--- config.mk ---
export PLATFORM = sky130hd
export DESIGN_NAME = smbus_read_word_master
export DESIGN_NICKNAME = d
export VERILOG_FILES = /design/src/design/smbrw_pkg.sv /design/src/design/smbrw_cfg.sv /design/src/design/smbrw_seq.sv /design/src/design/smbrw_out.sv /design/src/design/smbus_read_word_master.sv
export SDC_FILE = /design/constraint.sdc
export NUM_CORES = 1
export LEC_CHECK = 0
export BUFFER_PORTS_ARGS = -buffer_cell sky130_fd_sc_hd__buf_4
export CORE_AREA = 2 2 87 106
export CTS_BUF_LIST = sky130_fd_sc_hd__clkbuf_8
export DETAILED_ROUTE_END_ITERATION = 8
export DIE_AREA = 0 0 89 108
export PLACE_DENSITY = 0.85
export SYNTH_ARGS = -nofsm -noshare
export SYNTH_HDL_FRONTEND = slang
export SYNTH_SLANG_ARGS = --single-unit
--- constraint.sdc ---
create_clock -name clk -period 4.49 [get_ports clk]
set_clock_uncertainty 0.05 [all_clocks]
set_input_delay 0.6735 -clock clk [delete_from_list [all_inputs] [get_ports clk]]
set_output_delay 0.6735 -clock clk [all_outputs]
set_load 0.02 [all_outputs]
--- src/design/smbrw_pkg.sv ---
// Shared types and constants for the SMBus read-word master.
// No dependencies; every design file refers to it by scoped names.

package smbrw_pkg;

	localparam int unsigned BYTE_W  = 8;
	localparam int unsigned WORD_W  = 16;
	localparam int unsigned RETRY_W = 4;
	localparam int unsigned BITC_W  = 4;
	localparam int unsigned BIDX_W  = 3;
	localparam int unsigned CIDX_W  = 2;
	localparam int unsigned IN_TW   = 8;
	localparam int unsigned OUT_TW  = 32;

	localparam logic [BYTE_W-1:0]  WR_ADDR_RST = 8'h00;
	localparam logic [BYTE_W-1:0]  CMD_RST     = 8'h07;
	localparam logic [BYTE_W-1:0]  RD_ADDR_RST = 8'h01;
	localparam logic [RETRY_W-1:0] RETRY_RST   = 4'd10;

	localparam logic ACK_LEVEL  = 1'b0;
	localparam logic NACK_LEVEL = 1'b1;

	localparam logic [BIDX_W-1:0] BIDX_WADDR = 3'd0;
	localparam logic [BIDX_W-1:0] BIDX_CMD   = 3'd1;
	localparam logic [BIDX_W-1:0] BIDX_RADDR = 3'd2;
	localparam logic [BIDX_W-1:0] BIDX_LOW   = 3'd3;
	localparam logic [BIDX_W-1:0] BIDX_HIGH  = 3'd4;
	localparam logic [BIDX_W-1:0] BIDX_PEC   = 3'd5;

	typedef enum logic [CIDX_W-1:0] {
		REG_WR_ADDR = 2'd0,
		REG_CMD     = 2'd1,
		REG_RD_ADDR = 2'd2,
		REG_RETRY   = 2'd3
	} reg_idx_t;

	typedef enum logic [4:0] {
		PH_IDLE   = 5'd0,
		PH_START1 = 5'd1,
		PH_START2 = 5'd2,
		PH_START3 = 5'd3,
		PH_START4 = 5'd4,
		PH_SEND1  = 5'd5,
		PH_SEND2  = 5'd6,
		PH_SEND3  = 5'd7,
		PH_ACKIN1 = 5'd8,
		PH_ACKIN2 = 5'd9,
		PH_ACKIN3 = 5'd10,
		PH_STOPN1 = 5'd11,
		PH_STOPN2 = 5'd12,
		PH_STOPN3 = 5'd13,
		PH_STOPN4 = 5'd14,
		PH_RECV1  = 5'd15,
		PH_RECV2  = 5'd16,
		PH_RECV3  = 5'd17,
		PH_AOUT1  = 5'd18,
		PH_AOUT2  = 5'd19,
		PH_AOUT3  = 5'd20,
		PH_STOPF1 = 5'd21,
		PH_STOPF2 = 5'd22,
		PH_STOPF3 = 5'd23,
		PH_STOPF4 = 5'd24
	} phase_t;

	typedef struct packed {
		logic [BYTE_W-1:0]  wr_addr;
		logic [BYTE_W-1:0]  cmd;
		logic [BYTE_W-1:0]  rd_addr;
		logic [RETRY_W-1:0] retry_limit;
	} cfg_t;

	typedef struct packed {
		logic              error_code;
		logic [BYTE_W-1:0] pec_value;
		logic [WORD_W-1:0] word_value;
		logic              done_res;
		logic              busy_res;
		logic              sda_level;
		logic              scl_level;
	} res_t;

endpackage

--- src/design/smbrw_cfg.sv ---
// Configuration register file for the SMBus read-word master.
// Depends on smbrw_pkg for register indexes and reset values.

module smbrw_cfg (
	input  logic                                clk,
	input  logic                                arst_n,
	input  logic                                cfg_we,
	input  logic [smbrw_pkg::CIDX_W-1:0]        cfg_index,
	input  logic [smbrw_pkg::BYTE_W-1:0]        cfg_wdata,
	output smbrw_pkg::cfg_t                     cfg
);

	smbrw_pkg::cfg_t cfg_q;

	always_ff @(posedge clk or negedge arst_n) begin
		if (!arst_n) begin
			cfg_q.wr_addr     <= smbrw_pkg::WR_ADDR_RST;
			cfg_q.cmd         <= smbrw_pkg::CMD_RST;
			cfg_q.rd_addr     <= smbrw_pkg::RD_ADDR_RST;
			cfg_q.retry_limit <= smbrw_pkg::RETRY_RST;
		end else if (cfg_we) begin
			case (smbrw_pkg::reg_idx_t'(cfg_index))
				smbrw_pkg::REG_WR_ADDR: cfg_q.wr_addr <= cfg_wdata;
				smbrw_pkg::REG_CMD:     cfg_q.cmd     <= cfg_wdata;
				smbrw_pkg::REG_RD_ADDR: cfg_q.rd_addr <= cfg_wdata;
				smbrw_pkg::REG_RETRY:
					cfg_q.retry_limit <= cfg_wdata[smbrw_pkg::RETRY_W-1:0];
				default: ;
			endcase
		end
	end

	assign cfg = cfg_q;

endmodule

--- src/design/smbrw_seq.sv ---
// Pin-phase sequencer: state registers and next-phase logic for one tick.
// Depends on smbrw_pkg for the phase enum, config and result structs.

module smbrw_seq (
	input  logic                clk,
	input  logic                arst_n,
	input  logic                step,
	input  logic                start_request,
	input  logic                sda_in,
	input  smbrw_pkg::cfg_t     cfg,
	output smbrw_pkg::res_t     res
);

	smbrw_pkg::phase_t                  phase_q, phase_n;
	logic [smbrw_pkg::BITC_W-1:0]       bitc_q, bitc_n;
	logic [smbrw_pkg::BYTE_W-1:0]       shift_q, shift_n;
	logic [smbrw_pkg::BIDX_W-1:0]       bidx_q, bidx_n;
	logic [smbrw_pkg::RETRY_W-1:0]      retries_q, retries_n;
	logic [smbrw_pkg::BYTE_W-1:0]       low_q, low_n, high_q, high_n, pec_q, pec_n;
	logic                               nack_q, nack_n;
	logic                               scl_q, scl_n, sda_q, sda_n;

	always_ff @(posedge clk or negedge arst_n) begin
		if (!arst_n) begin
			phase_q   <= smbrw_pkg::PH_IDLE;
			bitc_q    <= '0;
			shift_q   <= '0;
			bidx_q    <= '0;
			retries_q <= '0;
			low_q     <= '0;
			high_q    <= '0;
			pec_q     <= '0;
			nack_q    <= 1'b0;
			scl_q     <= 1'b1;
			sda_q     <= 1'b1;
		end else if (step) begin
			phase_q   <= phase_n;
			bitc_q    <= bitc_n;
			shift_q   <= shift_n;
			bidx_q    <= bidx_n;
			retries_q <= retries_n;
			low_q     <= low_n;
			high_q    <= high_n;
			pec_q     <= pec_n;
			nack_q    <= nack_n;
			scl_q     <= scl_n;
			sda_q     <= sda_n;
		end
	end

	always_comb begin
		logic                          idle_out;
		logic                          done;
		logic                          adv;
		logic [smbrw_pkg::BITC_W-1:0]  bitc_inc;
		smbrw_pkg::phase_t             ph;

		idle_out  = 1'b0;
		done      = 1'b0;
		adv       = 1'b0;
		ph        = phase_q;
		phase_n   = phase_q;
		bitc_n    = bitc_q;
		shift_n   = shift_q;
		bidx_n    = bidx_q;
		retries_n = retries_q;
		low_n     = low_q;
		high_n    = high_q;
		pec_n     = pec_q;
		nack_n    = nack_q;
		scl_n     = scl_q;
		sda_n     = sda_q;
		bitc_inc  = bitc_q + smbrw_pkg::BITC_W'(1);

		if (phase_q == smbrw_pkg::PH_IDLE) begin
			if (start_request) begin
				bidx_n    = smbrw_pkg::BIDX_WADDR;
				nack_n    = 1'b0;
				retries_n = cfg.retry_limit;
				ph        = smbrw_pkg::PH_START1;
			end else begin
				idle_out = 1'b1;
			end
		end

		if (!idle_out) begin
			case (ph)
				smbrw_pkg::PH_START1: begin sda_n = 1'b1; phase_n = smbrw_pkg::PH_START2; end
				smbrw_pkg::PH_START2: begin scl_n = 1'b1; phase_n = smbrw_pkg::PH_START3; end
				smbrw_pkg::PH_START3: begin sda_n = 1'b0; phase_n = smbrw_pkg::PH_START4; end
				smbrw_pkg::PH_START4: begin
					scl_n = 1'b0;
					if (bidx_n == smbrw_pkg::BIDX_WADDR)    shift_n = cfg.wr_addr;
					else if (bidx_n == smbrw_pkg::BIDX_CMD) shift_n = cfg.cmd;
					else                                    shift_n = cfg.rd_addr;
					bitc_n  = '0;
					phase_n = smbrw_pkg::PH_SEND1;
				end
				smbrw_pkg::PH_SEND1: begin
					sda_n   = shift_q[smbrw_pkg::BYTE_W-1];
					phase_n = smbrw_pkg::PH_SEND2;
				end
				smbrw_pkg::PH_SEND2: begin scl_n = 1'b1; phase_n = smbrw_pkg::PH_SEND3; end
				smbrw_pkg::PH_SEND3: begin
					scl_n   = 1'b0;
					shift_n = {shift_q[smbrw_pkg::BYTE_W-2:0], 1'b0};
					bitc_n  = bitc_inc;
					phase_n = bitc_inc[smbrw_pkg::BITC_W-1] ? smbrw_pkg::PH_ACKIN1
					                                        : smbrw_pkg::PH_SEND1;
				end
				smbrw_pkg::PH_ACKIN1: begin sda_n = 1'b1; phase_n = smbrw_pkg::PH_ACKIN2; end
				smbrw_pkg::PH_ACKIN2: begin scl_n = 1'b1; phase_n = smbrw_pkg::PH_ACKIN3; end
				smbrw_pkg::PH_ACKIN3: begin
					scl_n = 1'b0;
					if (sda_in == smbrw_pkg::NACK_LEVEL) phase_n = smbrw_pkg::PH_STOPN1;
					else                                 adv     = 1'b1;
				end
				smbrw_pkg::PH_STOPN1: begin scl_n = 1'b0; phase_n = smbrw_pkg::PH_STOPN2; end
				smbrw_pkg::PH_STOPN2: begin sda_n = 1'b0; phase_n = smbrw_pkg::PH_STOPN3; end
				smbrw_pkg::PH_STOPN3: begin scl_n = 1'b1; phase_n = smbrw_pkg::PH_STOPN4; end
				smbrw_pkg::PH_STOPN4: begin
					sda_n = 1'b1;
					if (retries_q != '0) begin
						retries_n = retries_q - smbrw_pkg::RETRY_W'(1);
						phase_n   = smbrw_pkg::PH_START1;
					end else begin
						nack_n = 1'b1;
						adv    = 1'b1;
					end
				end
				smbrw_pkg::PH_RECV1: begin sda_n = 1'b1; phase_n = smbrw_pkg::PH_RECV2; end
				smbrw_pkg::PH_RECV2: begin scl_n = 1'b1; phase_n = smbrw_pkg::PH_RECV3; end
				smbrw_pkg::PH_RECV3: begin
					scl_n   = 1'b0;
					shift_n = {shift_q[smbrw_pkg::BYTE_W-2:0], sda_in};
					bitc_n  = bitc_inc;
					if (bitc_inc[smbrw_pkg::BITC_W-1]) begin
						if (bidx_q == smbrw_pkg::BIDX_LOW)       low_n  = shift_n;
						else if (bidx_q == smbrw_pkg::BIDX_HIGH) high_n = shift_n;
						else                                     pec_n  = shift_n;
						phase_n = smbrw_pkg::PH_AOUT1;
					end else begin
						phase_n = smbrw_pkg::PH_RECV1;
					end
				end
				smbrw_pkg::PH_AOUT1: begin
					sda_n   = (bidx_q >= smbrw_pkg::BIDX_PEC) ? smbrw_pkg::NACK_LEVEL
					                                          : smbrw_pkg::ACK_LEVEL;
					phase_n = smbrw_pkg::PH_AOUT2;
				end
				smbrw_pkg::PH_AOUT2: begin scl_n = 1'b1; phase_n = smbrw_pkg::PH_AOUT3; end
				smbrw_pkg::PH_AOUT3: begin
					scl_n = 1'b0;
					if (bidx_q >= smbrw_pkg::BIDX_PEC) begin
						phase_n = smbrw_pkg::PH_STOPF1;
					end else begin
						bidx_n  = bidx_q + smbrw_pkg::BIDX_W'(1);
						bitc_n  = '0;
						shift_n = '0;
						phase_n = smbrw_pkg::PH_RECV1;
					end
				end
				smbrw_pkg::PH_STOPF1: begin scl_n = 1'b0; phase_n = smbrw_pkg::PH_STOPF2; end
				smbrw_pkg::PH_STOPF2: begin sda_n = 1'b0; phase_n = smbrw_pkg::PH_STOPF3; end
				smbrw_pkg::PH_STOPF3: begin scl_n = 1'b1; phase_n = smbrw_pkg::PH_STOPF4; end
				smbrw_pkg::PH_STOPF4: begin
					sda_n   = 1'b1;
					done    = 1'b1;
					phase_n = smbrw_pkg::PH_IDLE;
				end
				default: phase_n = smbrw_pkg::PH_IDLE;
			endcase

			// advance to the next written byte or into the read phase
			if (adv) begin
				if (bidx_q == smbrw_pkg::BIDX_WADDR) begin
					bidx_n    = smbrw_pkg::BIDX_CMD;
					retries_n = cfg.retry_limit;
					shift_n   = cfg.cmd;
					bitc_n    = '0;
					phase_n   = smbrw_pkg::PH_SEND1;
				end else if (bidx_q == smbrw_pkg::BIDX_CMD) begin
					bidx_n    = smbrw_pkg::BIDX_RADDR;
					retries_n = cfg.retry_limit;
					phase_n   = smbrw_pkg::PH_START1;
				end else begin
					bidx_n  = smbrw_pkg::BIDX_LOW;
					bitc_n  = '0;
					shift_n = '0;
					phase_n = smbrw_pkg::PH_RECV1;
				end
			end
		end

		res.scl_level  = idle_out ? 1'b1 : scl_n;
		res.sda_level  = idle_out ? 1'b1 : sda_n;
		res.busy_res   = !idle_out;
		res.done_res   = done;
		res.word_value = done ? {high_n, low_n} : '0;
		res.pec_value  = done ? pec_n : '0;
		res.error_code = done & nack_n;
	end

endmodule

--- src/design/smbrw_out.sv ---
// Result register between the sequencer and the output stream.
// Depends on smbrw_pkg for the result struct.

module smbrw_out (
	input  logic                clk,
	input  logic                arst_n,
	input  logic                load,
	input  smbrw_pkg::res_t     res,
	input  logic                out_ready,
	output logic                out_valid,
	output logic                can_load,
	output smbrw_pkg::res_t     res_q
);

	logic valid_q;

	always_ff @(posedge clk or negedge arst_n) begin
		if (!arst_n) begin
			valid_q <= 1'b0;
		end else if (load) begin
			valid_q <= 1'b1;
		end else if (out_ready) begin
			valid_q <= 1'b0;
		end
	end

	always_ff @(posedge clk) begin
		if (load) begin
			res_q <= res;
		end
	end

	assign out_valid = valid_q;
	assign can_load  = !valid_q || out_ready;

endmodule

--- src/design/smbus_read_word_master.sv ---
// Top level of the SMBus read-word master: config registers, pin-phase
// sequencer and result register. Depends on smbrw_pkg, smbrw_cfg,
// smbrw_seq and smbrw_out.
//
// Usage: every input transaction on s_axis is one pin phase tick and
// carries start_request and the sampled SDA level. Each tick yields one
// output transaction on m_axis with the SCL/SDA drive levels and busy flag;
// tlast marks the final phase of a read-word, whose transaction also
// carries the word, the PEC byte and the error flag.
// Output: a tick's result is registered, valid in the cycle after acceptance.
// Throughput: one tick per cycle while m_axis is not stalled; the
// sequencer state and the result register both update in the accepting cycle.
// Stall: s_axis_tready is high while the result register is empty or
// being drained, so a stalled m_axis holds one result and blocks input.
// Reset: arst_n clears the sequencer to idle with both lines released,
// empties the result register and loads the register defaults.
// Config: write cfg_wdata to register cfg_index while cfg_we is high,
// only while no transaction is in progress.

module smbus_read_word_master (
	input  logic                                clk,
	input  logic                                arst_n,
	input  logic                                s_axis_tvalid,
	output logic                                s_axis_tready,
	// start_request, sda_in, zero padding
	input  logic [smbrw_pkg::IN_TW-1:0]         s_axis_tdata,
	output logic                                m_axis_tvalid,
	input  logic                                m_axis_tready,
	// scl_level, sda_level, busy_res, word_value, pec_value, error_code, zero padding
	output logic [smbrw_pkg::OUT_TW-1:0]        m_axis_tdata,
	output logic                                m_axis_tlast,
	input  logic                                cfg_we,
	input  logic [smbrw_pkg::CIDX_W-1:0]        cfg_index,
	input  logic [smbrw_pkg::BYTE_W-1:0]        cfg_wdata
);

	smbrw_pkg::cfg_t cfg;
	smbrw_pkg::res_t res, res_q;
	logic            accept;
	logic            can_load;

	assign s_axis_tready = can_load;
	assign accept        = s_axis_tvalid && can_load;

	smbrw_cfg u_cfg (
		.clk       (clk),
		.arst_n    (arst_n),
		.cfg_we    (cfg_we),
		.cfg_index (cfg_index),
		.cfg_wdata (cfg_wdata),
		.cfg       (cfg)
	);

	smbrw_seq u_seq (
		.clk           (clk),
		.arst_n        (arst_n),
		.step          (accept),
		.start_request (s_axis_tdata[0]),
		.sda_in        (s_axis_tdata[1]),
		.cfg           (cfg),
		.res           (res)
	);

	smbrw_out u_out (
		.clk       (clk),
		.arst_n    (arst_n),
		.load      (accept),
		.res       (res),
		.out_ready (m_axis_tready),
		.out_valid (m_axis_tvalid),
		.can_load  (can_load),
		.res_q     (res_q)
	);

	assign m_axis_tdata = {4'b0, res_q.error_code, res_q.pec_value, res_q.word_value,
	                       res_q.busy_res, res_q.sda_level, res_q.scl_level};
	assign m_axis_tlast = res_q.done_res;

	a_accept_fills: assert property (@(posedge clk) disable iff (!arst_n)
		s_axis_tvalid && s_axis_tready |=> m_axis_tvalid)
		else $error("accepted tick produced no result");

	a_done_busy: assert property (@(posedge clk) disable iff (!arst_n)
		m_axis_tvalid && m_axis_tlast |-> m_axis_tdata[2] && m_axis_tdata[1:0] == 2'b11)
		else $error("final phase without busy or with a line held low");

	a_idle_released: assert property (@(posedge clk) disable iff (!arst_n)
		m_axis_tvalid && !m_axis_tdata[2] |-> m_axis_tdata[1:0] == 2'b11 && !m_axis_tlast)
		else $error("idle result drives a line low");

	a_error_on_done: assert property (@(posedge clk) disable iff (!arst_n)
		m_axis_tvalid && m_axis_tdata[27] |-> m_axis_tlast)
		else $error("error flag outside the final phase");

endmodule
* After elaboration in Yosys (flattened, before gate mapping)
Cells that the tools add are included. Widths: inputs -> output; s select.
Word-level totals: register bits 109, word-level logic and storage cells 156, input port bits 23
Operators by class: reduce and logical (&&, ||, !) cells 21, equal/unequal tests 33, multiplexer cells 73, bitwise gates (word level) 2, add/subtract/negate cells 3, order comparisons 1
Operators by type and width (number):
- $mux 8 | 20
- $pmux 5 s23 | 1
- $mux 4 | 14
- $eq 5x5->1 const B | 9
- $eq 5x4->1 const B | 8
- $mux 5 | 8
- $pmux 8 s4 | 1
- $mux 3 | 7
- $eq 5x3->1 const B | 4
- $mux 1 | 18
- $reduce_or 7->1 | 2
- $pmux 4 s3 | 1
- $eq 5x2->1 const B | 2
- $reduce_and 2->1 | 5
- $eq 3x1->1 const B | 2
- $logic_not 3->1 | 2
- $eq 5x1->1 const B | 1
- $logic_not 5->1 | 1
- $reduce_or 5->1 | 1
- $add 4x1->4 const B | 1
- $eq 2x2->1 const B | 2
- $pmux 1 s2 | 2
- $pmux 1 s4 | 1
- $reduce_and 4->1 | 1
- 18 further kinds | 19

* Logic depth before layout (Yosys ltp)
Gate-level depths: netlist (run 1).
depth in word-level cells 9, mapped depth 8

* Cells and area by module
From an unflattened synthesis (run 1), not the netlist that was laid out.
Second synthesis, totals: cell total of the unflattened synthesis 468, area total of the unflattened synthesis 5534.1 um^2
Modules (own cells, without submodules):
- smbrw_seq | cells an instance 370, times used 1, area each 3505.9 um^2
- smbrw_cfg | cells an instance 60, times used 1, area each 1069.8 um^2
- smbrw_out | cells an instance 32, times used 1, area each 918.4 um^2
- smbus_read_word_master | cells an instance 6, times used 1, area each 40.0 um^2

* Worst setup path after synthesis (run 1)
No wires, ideal clock.
path kind input-to-reg, from input m_axis_tready, to register u_out.res_q[0] (netlist name), setup time 0.384 ns, data required time 4.056 ns, stages on the path 4, arrival 1.861 ns, setup slack 2.195 ns, cell sequence nand2b_1 nand2_1 clkbuf_1 inv_1
On the way: longest elaborated chain between the ends 2
RTL lines:
- start, declared | RTL line smbus_read_word_master.sv:28 | input logic m_axis_tready,
- $logic_or 1x1->1 | RTL line smbrw_out.sv:34 | assign can_load = !valid_q || out_ready;
- $logic_and 1x1->1 | RTL line smbus_read_word_master.sv:43 | assign accept = s_axis_tvalid && can_load;
- via accept | RTL line smbus_read_word_master.sv:39 | logic accept;
The timed path passes the listed nets, and every way through them passes these cells. A chain may end at the register's enable or synchronous reset.

* Worst setup path after layout (run 1)
from register u_seq.phase_q[1], to register u_seq.shift_q[1] (netlist bit)
On the way: longest elaborated chain between the ends 9, elaborated cells on any way between the ends 23, those cells by class 7 x eq/ne; 12 x mux; 1 x bitwise; 3 x reduce/logical
RTL lines:
- start, declared | RTL line smbrw_seq.sv:14 | smbrw_pkg::phase_t phase_q, phase_n;
- start signal, assigned | RTL line smbrw_seq.sv:25 | phase_q <= smbrw_pkg::PH_IDLE;
- start signal, assigned | RTL line smbrw_seq.sv:37 | phase_q <= phase_n;
- $logic_not 5->1 | RTL line smbrw_seq.sv:75 | if (phase_q == smbrw_pkg::PH_IDLE) begin
- $mux 3 | RTL line smbrw_seq.sv:75
- $eq 3x1->1 | RTL line smbrw_seq.sv:94 | else if (bidx_n == smbrw_pkg::BIDX_CMD) shift_n = cfg.cmd;
- $mux 8 | RTL line smbrw_seq.sv:94
- $mux 8 | RTL line smbrw_seq.sv:93 | if (bidx_n == smbrw_pkg::BIDX_WADDR) shift_n = cfg.wr_addr;
- $pmux 8 s4 | RTL line smbrw_seq.sv:87 | case (ph)
- $mux 8 | RTL line smbrw_seq.sv:182 | end else if (bidx_q == smbrw_pkg::BIDX_CMD) begin
- $mux 8 | RTL line smbrw_seq.sv:176 | if (bidx_q == smbrw_pkg::BIDX_WADDR) begin
- $mux 8 | RTL line smbrw_seq.sv:175 | if (adv) begin
- end signal, assigned | RTL line smbrw_seq.sv:39 | shift_q <= shift_n;
- end, declared | RTL line smbrw_seq.sv:16 | logic [smbrw_pkg::BYTE_W-1:0] shift_q, shift_n;
Several ways; a longest one is shown, not always the timed one. The select of a mux whose other input is x is not followed.

==> out/metrics.csv, run 1 <==
stage,metric,value,unit
floorplan,die width,89,um
placement,"worst slack, placed",1.59,ns
cts,# clock sinks,109,
sta,setup TNS,0,ns
floorplan,Initial Util,63.9,%
grt,grt total ovfl,0,
grt,initial antenna violation count,0,
sta,Final setup viols,0,
power,Clock power frac,18.8,%
outcome,status,finished clean,
grt,total track usage,23.5,%
power,Logic pwr share,32.4,%
cts,postcts setup bufs,0,
synth,synthesis warning total,0,
power,switching pwr,0.00113,W
cts,clock-pin slew on the worst setup and hold paths,0.11,ns
synth,Mapped Avg Cell Area,11.8,um2
detailed_routing,Remaining DRCs,0,
critical_path,Critical Path RT,4.70,ns
cts,H-tree lvl count,3,
sta,post-route clock period utilization,66.5,%
sta,worst hold slack,0.398,ns
cts,"Hold-fix buffers, CTS",0,
worst_hold_path,Worst Hold Class,input port to asynchronous set/reset pin,
critical_path,Worst path top cell family by delay,compound AO/OA/AOI/OAI gates,
layout,utilization after layout,70.5,%
synth,asr flop ratio synth,73.4,%
floorplan,chip height,108,um
layout,"most common cell after layout, fill and taps aside",dfrtp_1,
sta,Worst Tran Pin Value,1.09,ns
layout,# fillers,630,
detailed_routing,Starting DRT DRC Count,321,
detailed_routing,total number of vias,3859,
critical_path,crit path kind,flip-flop to flip-flop,
layout,nets,524,
cts,clock tree buffer depth,2,
critical_path,CP endpoint kind,flip-flop,
placement,DP Wirelength,7.42,mm
flow_run,max cap viols,0,
cts,Resize count post-CTS,0,
critical_path,CP max stage cell,a21oi_1,
detailed_routing,DRT Pass-1 Iters,8,
critical_path,"Buf+Inv Stages, Crit Path",0,
layout,share of post-route cells with drive strength above 1,29.4,%
power,pwr/cell area,496,nW/um2
critical_path,Startpoint Class,flip-flop,
sta,Final Worst Setup Slack,1.50,ns
synth,Synth Flop Type,dfrtp_1,
critical_path,worst-path cell chain,or3b_2 > a21oi_1 > o31ai_2 > a221o_1,
sta,Max Transition Viols Final,0,
sta,fmax,335,MHz
sta,RSZ-0062 raised after global routing,no,
cts,"Clk Latency, worst-skew pair",0.37,ns
sta,min Tclk post-route,2.99,ns
synth,"Distinct cells, synth",69,
synth,post-synthesis sequential area ratio,53.0,%
sta,Final Hold Fails,0,
cts,TritonCTS Buffers,9,
power,switch share,38.0,%
power,internal power,0.00185,W
floorplan,Ports,58,
critical_path,critical path data arrival time,3.20,ns
floorplan,core area,8520,um2
placement,Port Buf Inserts,47,
floorplan,die area,9610,um2
layout,ant diodes,0,
synth,"Cell Area, Synth",5440,um2
grt,largest net degree at the start of global routing,81,
synth,Post-synth EDFFs,29,
cts,TritonCTS clock tree,built,
synth,Yosys reg bits,109,
detailed_routing,WL final,10.7,mm
sta,Slew headroom,27.3,%
layout,Area Growth Syn to Fin,10.4,%
critical_path,critical path's largest stage delay,0.85,ns
detailed_routing,Avg WL per Cell,17.3,um
grt,first-pass GRT wire length,17.4,mm
power,static leakage,2.55,nW
grt,vias in the first global route,3669,
detailed_routing,post-route ant nets,0,
critical_path,CP max FO,24,
power,Max IR drop VDD,0.285,mV
layout,"commonest non-fill, non-tap cells in the layout","72 x dfrtp_1, 59 x mux2_2, 50 x buf_4",
detailed_routing,Vias/cell,6.25,
placement,GP Congestion,0.857,
floorplan,row cnt,37,
cts,Root Buffer,clkbuf_8,
synth,Syn Inst Count,462,
power,Flop pwr share,48.8,%
layer usage:
metal / track usage [%] / routed length (um)
met4: 9.81 / 248
met3: 3.66 / 573
met1: 31.6 / 4570
met2: 38.1 / 5300
met5: 0 / 0
final cells by class:
type / count / area, um2 / share of cell area, %
sequential: 109 / 2880 / 48.0
multi-input combinational: 315 / 2380 / 39.7
timing repair buffer: 50 / 375 / 6.25
tap: 117 / 146 / 2.44
clock buffer: 9 / 124 / 2.06
clock inverter: 7 / 58.8 / 0.979
inverter: 10 / 37.5 / 0.625
worst paths after layout:
path                            slack [ns]               end        startpoint  cells after the start
worst max-delay path                  1.50  u_seq.shift_q[1]  u_seq.phase_q[1]                      4
worst min-delay path                  0.40     u_cfg.cfg[26]            arst_n                      1
worst max register to register        1.50  u_seq.shift_q[1]  u_seq.phase_q[1]                      4
worst min register to register        0.46       u_seq.sda_q       u_seq.sda_q                      2
max in group asynchronous             3.35  u_seq.phase_q[2]            arst_n                      1
min in group clk                      0.46       u_seq.sda_q       u_seq.sda_q                      2
power groups by stage:
stage,Sequential (W),Combinational [W],Clock (W)
final,0.00145,0.000965,0.000560
after CTS,0.00145,0.000964,0.000566
after floorplan,0.00134,0.000847,0
after global placement,0.00145,0.000914,0
after global routing,0.00148,0.00107,0.000606
after detailed placement,0.00146,0.000957,0
sequential cells by signal, indices dropped and copies added, names as in the netlist:
name	count
u_seq.low_q	8
u_seq.shift_q	8
u_cfg.cfg	28
u_seq.bitc_q	4
u_seq.sda_q	1
u_seq.phase_q	5
u_seq.pec_q	8
u_seq.retries_q	4
u_seq.bidx_q	3
u_seq.scl_q	1
u_seq.high_q	8
u_seq.nack_q	1
u_out.res_q	29
u_out.out_valid	1
through the flow:
stage	instances	instance area [um2]	total power [W]
floorplan	465	5450	0.00218
detailed placement	601	5830	0.00242
global placement	601	5830	0.00236
global route	617	6010	0.00315
CTS	617	6010	0.00298
finish	617	6010	0.00298
cell usage after synthesis, types with 5 or more instances:
library cell / n / area share [%]
ha_1: 6 / 1.4
inv_1: 10 / 0.69
mux2_2: 59 / 12
edfxtp_1: 29 / 16
dfstp_2: 8 / 3.9
and2_1: 15 / 1.7
nand2_1: 23 / 1.6
clkbuf_1: 18 / 1.2
and3_1: 5 / 0.57
mux2i_1: 12 / 2.2
o211ai_1: 5 / 0.69
a21oi_1: 21 / 1.9
dfrtp_1: 72 / 33
nand2b_1: 9 / 1.0
a221o_1: 7 / 1.3
a211oi_1: 10 / 1.4
o21ai_0: 12 / 1.1
nor3_1: 7 / 0.64
nor2_1: 29 / 2.0
o221ai_1: 7 / 1.1
nand3_1: 11 / 1.0
kinds of logic (layout without fill, tap and decap cells):
logic type / count (synthesis) / in the layout / synth area share [%]
mux: 71 / 71 / 14.4
xor+xnor: 3 / 3 / 0.621
other cells: 1 / 4 / 0.0689
simple gates: 132 / 132 / 13.4
buf+inv: 41 / 76 / 3.45
fa+ha+maj: 6 / 6 / 1.38
flops: 109 / 109 / 53.0
compound gates: 99 / 99 / 13.7
worst reg2reg max path, delay by kind of cell (launching register included):
kind | cells | cell delay, ns
and+or+nand+nor | 1 | 0.59
DFF | 1 | 0.65
AOI/OAI and AO/OA | 3 | 1.58
Power figures use the tool's default switching activity.
==> run 2, diff against run 1 <==
--- a/config.mk
+++ b/config.mk
@@ -6,11 +6,11 @@
 export NUM_CORES = 1
 export LEC_CHECK = 0
 export BUFFER_PORTS_ARGS = -buffer_cell sky130_fd_sc_hd__buf_4
-export CORE_AREA = 2 2 87 106
+export CORE_AREA = 2 2 94 114
 export CTS_BUF_LIST = sky130_fd_sc_hd__clkbuf_8
 export DETAILED_ROUTE_END_ITERATION = 8
-export DIE_AREA = 0 0 89 108
-export PLACE_DENSITY = 0.85
+export DIE_AREA = 0 0 96 116
+export PLACE_DENSITY = 0.77
 export SYNTH_ARGS = -nofsm -noshare
 export SYNTH_HDL_FRONTEND = slang
 export SYNTH_SLANG_ARGS = --single-unit
==> constraint.sdc (replaced) <==
create_clock -name clk -period 2.5 [get_ports clk]
set_clock_uncertainty 0.05 [all_clocks]
set_input_delay 0.375 -clock clk [delete_from_list [all_inputs] [get_ports clk]]
set_output_delay 0.375 -clock clk [all_outputs]
set_load 0.02 [all_outputs]
==> run 2 against run 1 <==
  * Core utilization down 7.8 points
  * Critical path type unchanged
  * Die area up 16%
  * Worst setup slack worse by 1.3 ns
  * Hold slack worse by 0.22 ns
  * Combinational power grew 110%
  * Power rose by 88%
  * Clock power rose by 91%
  * Critical path depth up 1
  * Sequential share of layout area down 1.9 points
  * Register-to-register slack lost 1.3 ns
  * Clock-buffer cell count stayed put
==> out/metrics.csv, run 2 (synthesis gave the netlist of run 1 again) <==
stage,metric,value,unit,change
outcome,status,finished clean,,
layout,Reg area,2880,um2,unchanged
sta,Final setup viols,0,,unchanged
sta,min Tclk post-route,2.34,ns,-0.648 ns
detailed_routing,total number of vias,3816,,-1.1%
critical_path,crit path kind,flip-flop to flip-flop,,
floorplan,row cnt,40,,+8.1%
detailed_routing,Vias/cell,5.90,,-5.7%
layout,Biggest register,u_out.res_q,,
power,static leakage,2.67,nW,+5.0%
cts,H-tree lvl count,3,,unchanged
power,pwr/cell area,895,nW/um2,+80%
floorplan,die area,11100,um2,+16%
floorplan,core area,9960,um2,+17%
grt,grt total ovfl,0,,unchanged
layout,"most common cell after layout, fill and taps aside",dfrtp_1,,
sta,Worst Tran Pin Value,0.712,ns,-0.379 ns
layout,fin area,6250,um2,+4.1%
layout,Largest register FFs,29,,unchanged
detailed_routing,Remaining DRCs,0,,unchanged
detailed_routing,Avg WL per Cell,16.9,um,-2.4%
floorplan,Initial Util,54.6,%,-9.2 points
sta,Slew headroom,52.5,%,+25 points
sta,Final Hold Fails,0,,unchanged
layout,utilization after layout,62.8,%,-7.8 points
floorplan,die width,96,um,+7.9%
grt,vias in the first global route,3793,,+3.4%
sta,worst hold slack,0.173,ns,-0.225 ns
grt,largest net degree at the start of global routing,50,,-38%
layout,Area Growth Syn to Fin,14.9,%,
sta,Final Worst Setup Slack,0.163,ns,-1.34 ns
placement,"worst slack, placed",0.166,ns,-1.43 ns
cts,TritonCTS Buffers,9,,unchanged
detailed_routing,post-route ant nets,0,,unchanged
critical_path,critical path data arrival time,2.54,ns,-0.66 ns
cts,Root Buffer,clkbuf_8,,
placement,GP Congestion,0.845,,-1.4%
cts,TritonCTS clock tree,built,,
cts,postcts setup bufs,0,,unchanged
layout,Multi-input gate area,2400,um2,+0.73%
layout,# fillers,776,,+23%
sta,Max Transition Viols Final,0,,unchanged
critical_path,Startpoint Class,flip-flop,,
grt,total track usage,21.1,%,-2.3 points
sta,RSZ-0062 raised after global routing,no,,
layout,share of post-route cells with drive strength above 1,32.6,%,+3.2 points
cts,clock-pin slew on the worst setup and hold paths,0.11,ns,about the same
floorplan,Ports,58,,unchanged
flow_run,max cap viols,0,,unchanged
cts,"Clk Latency, worst-skew pair",0.37,ns,about the same
placement,DP Wirelength,7.87,mm,+6.1%
power,Max IR drop VDD,0.391,mV,+37%
sta,fmax,428,MHz,+28%
sta,post-route clock period utilization,93.5,%,+27 points
layout,nets,545,,+4.0%
critical_path,Critical Path RT,2.71,ns,-1.99 ns
layout,"commonest non-fill, non-tap cells in the layout","72 x dfrtp_1, 68 x buf_4, 59 x mux2_2",,
grt,initial antenna violation count,0,,unchanged
cts,# clock sinks,109,,unchanged
detailed_routing,DRT Pass-1 Iters,4,,-4
grt,first-pass GRT wire length,18.3,mm,+4.8%
sta,setup TNS,0,ns,unchanged
placement,Port Buf Inserts,47,,unchanged
placement,area of placed instances,6010,um2,+3.2%
floorplan,chip height,116,um,+7.4%
detailed_routing,WL final,10.9,mm,+2.3%
worst_hold_path,Worst Hold Class,input port to flip-flop,,
layout,ant diodes,0,,unchanged
critical_path,CP max FO,8,,-67%
cts,clock tree buffer depth,2,,unchanged
detailed_routing,Starting DRT DRC Count,274,,-15%
critical_path,CP endpoint kind,flip-flop,,
-- run 2: critical path, cell delays in order, from the launching register on --
cell      delay, ns
dfrtp_1        0.47
or3_4          0.41
or3_4          0.42
a211oi_2       0.46
nor2_1         0.11
o311a_1        0.31
-- run 2: per-stage QoR --
step	power, W	instances
after floorplan	0.00392	465
after global placement	0.00441	630
after detailed placement	0.00450	630
after CTS	0.00558	647
after global routing	0.00596	647
final	0.00559	647
-- run 2: routing by layer --
metal	GRT usage, %	share of wire [%]	vias up
li1	-	-	1825
met1	28.1	43	1887
met2	34.1	51	89
met3	3.90	4.2	15
met4	8.86	1.8	0
met5	0	0	-
-- run 2: report_power, final --
group	switching, W	internal (W)	leakage [nW]
Sequential	0.000318	0.00215	1.29
Combinational	0.00114	0.000909	1.28
Clock	0.000667	0.000407	0.106
-- run 2: cell type report --
type                            instances  share of cell area (%)
Clock inverter                          7                    1.42
Sequential cell                       109                    46.1
Tap cell                              126                    2.52
Clock buffer                            9                    1.98
Multi-Input combinational cell        315                    38.4
Timing Repair Buffer                   71                    8.97
Inverter                               10                   0.600
-- run 2: repair_timing --
action	4_1_cts	5_1_grt
resized for setup	0	3
hold buffers	1	0
endpoints found under the setup margin	0	6
endpoints found under the hold margin	25	0
-- run 2: final timing paths --
kind                                   from                 end  slack, ns  cells past startpoint
max                        u_seq.phase_q[0]  u_seq.retries_q[1]       0.16                      5
min                           s_axis_tvalid     u_out.out_valid       0.17                      2
max reg2reg                u_seq.phase_q[0]  u_seq.retries_q[1]       0.16                      5
min reg2reg                     u_seq.sda_q         u_seq.sda_q       0.46                      2
max in group asynchronous            arst_n         u_seq.scl_q       1.33                      3
min in group asynchronous            arst_n       u_cfg.cfg[25]       0.41                      2
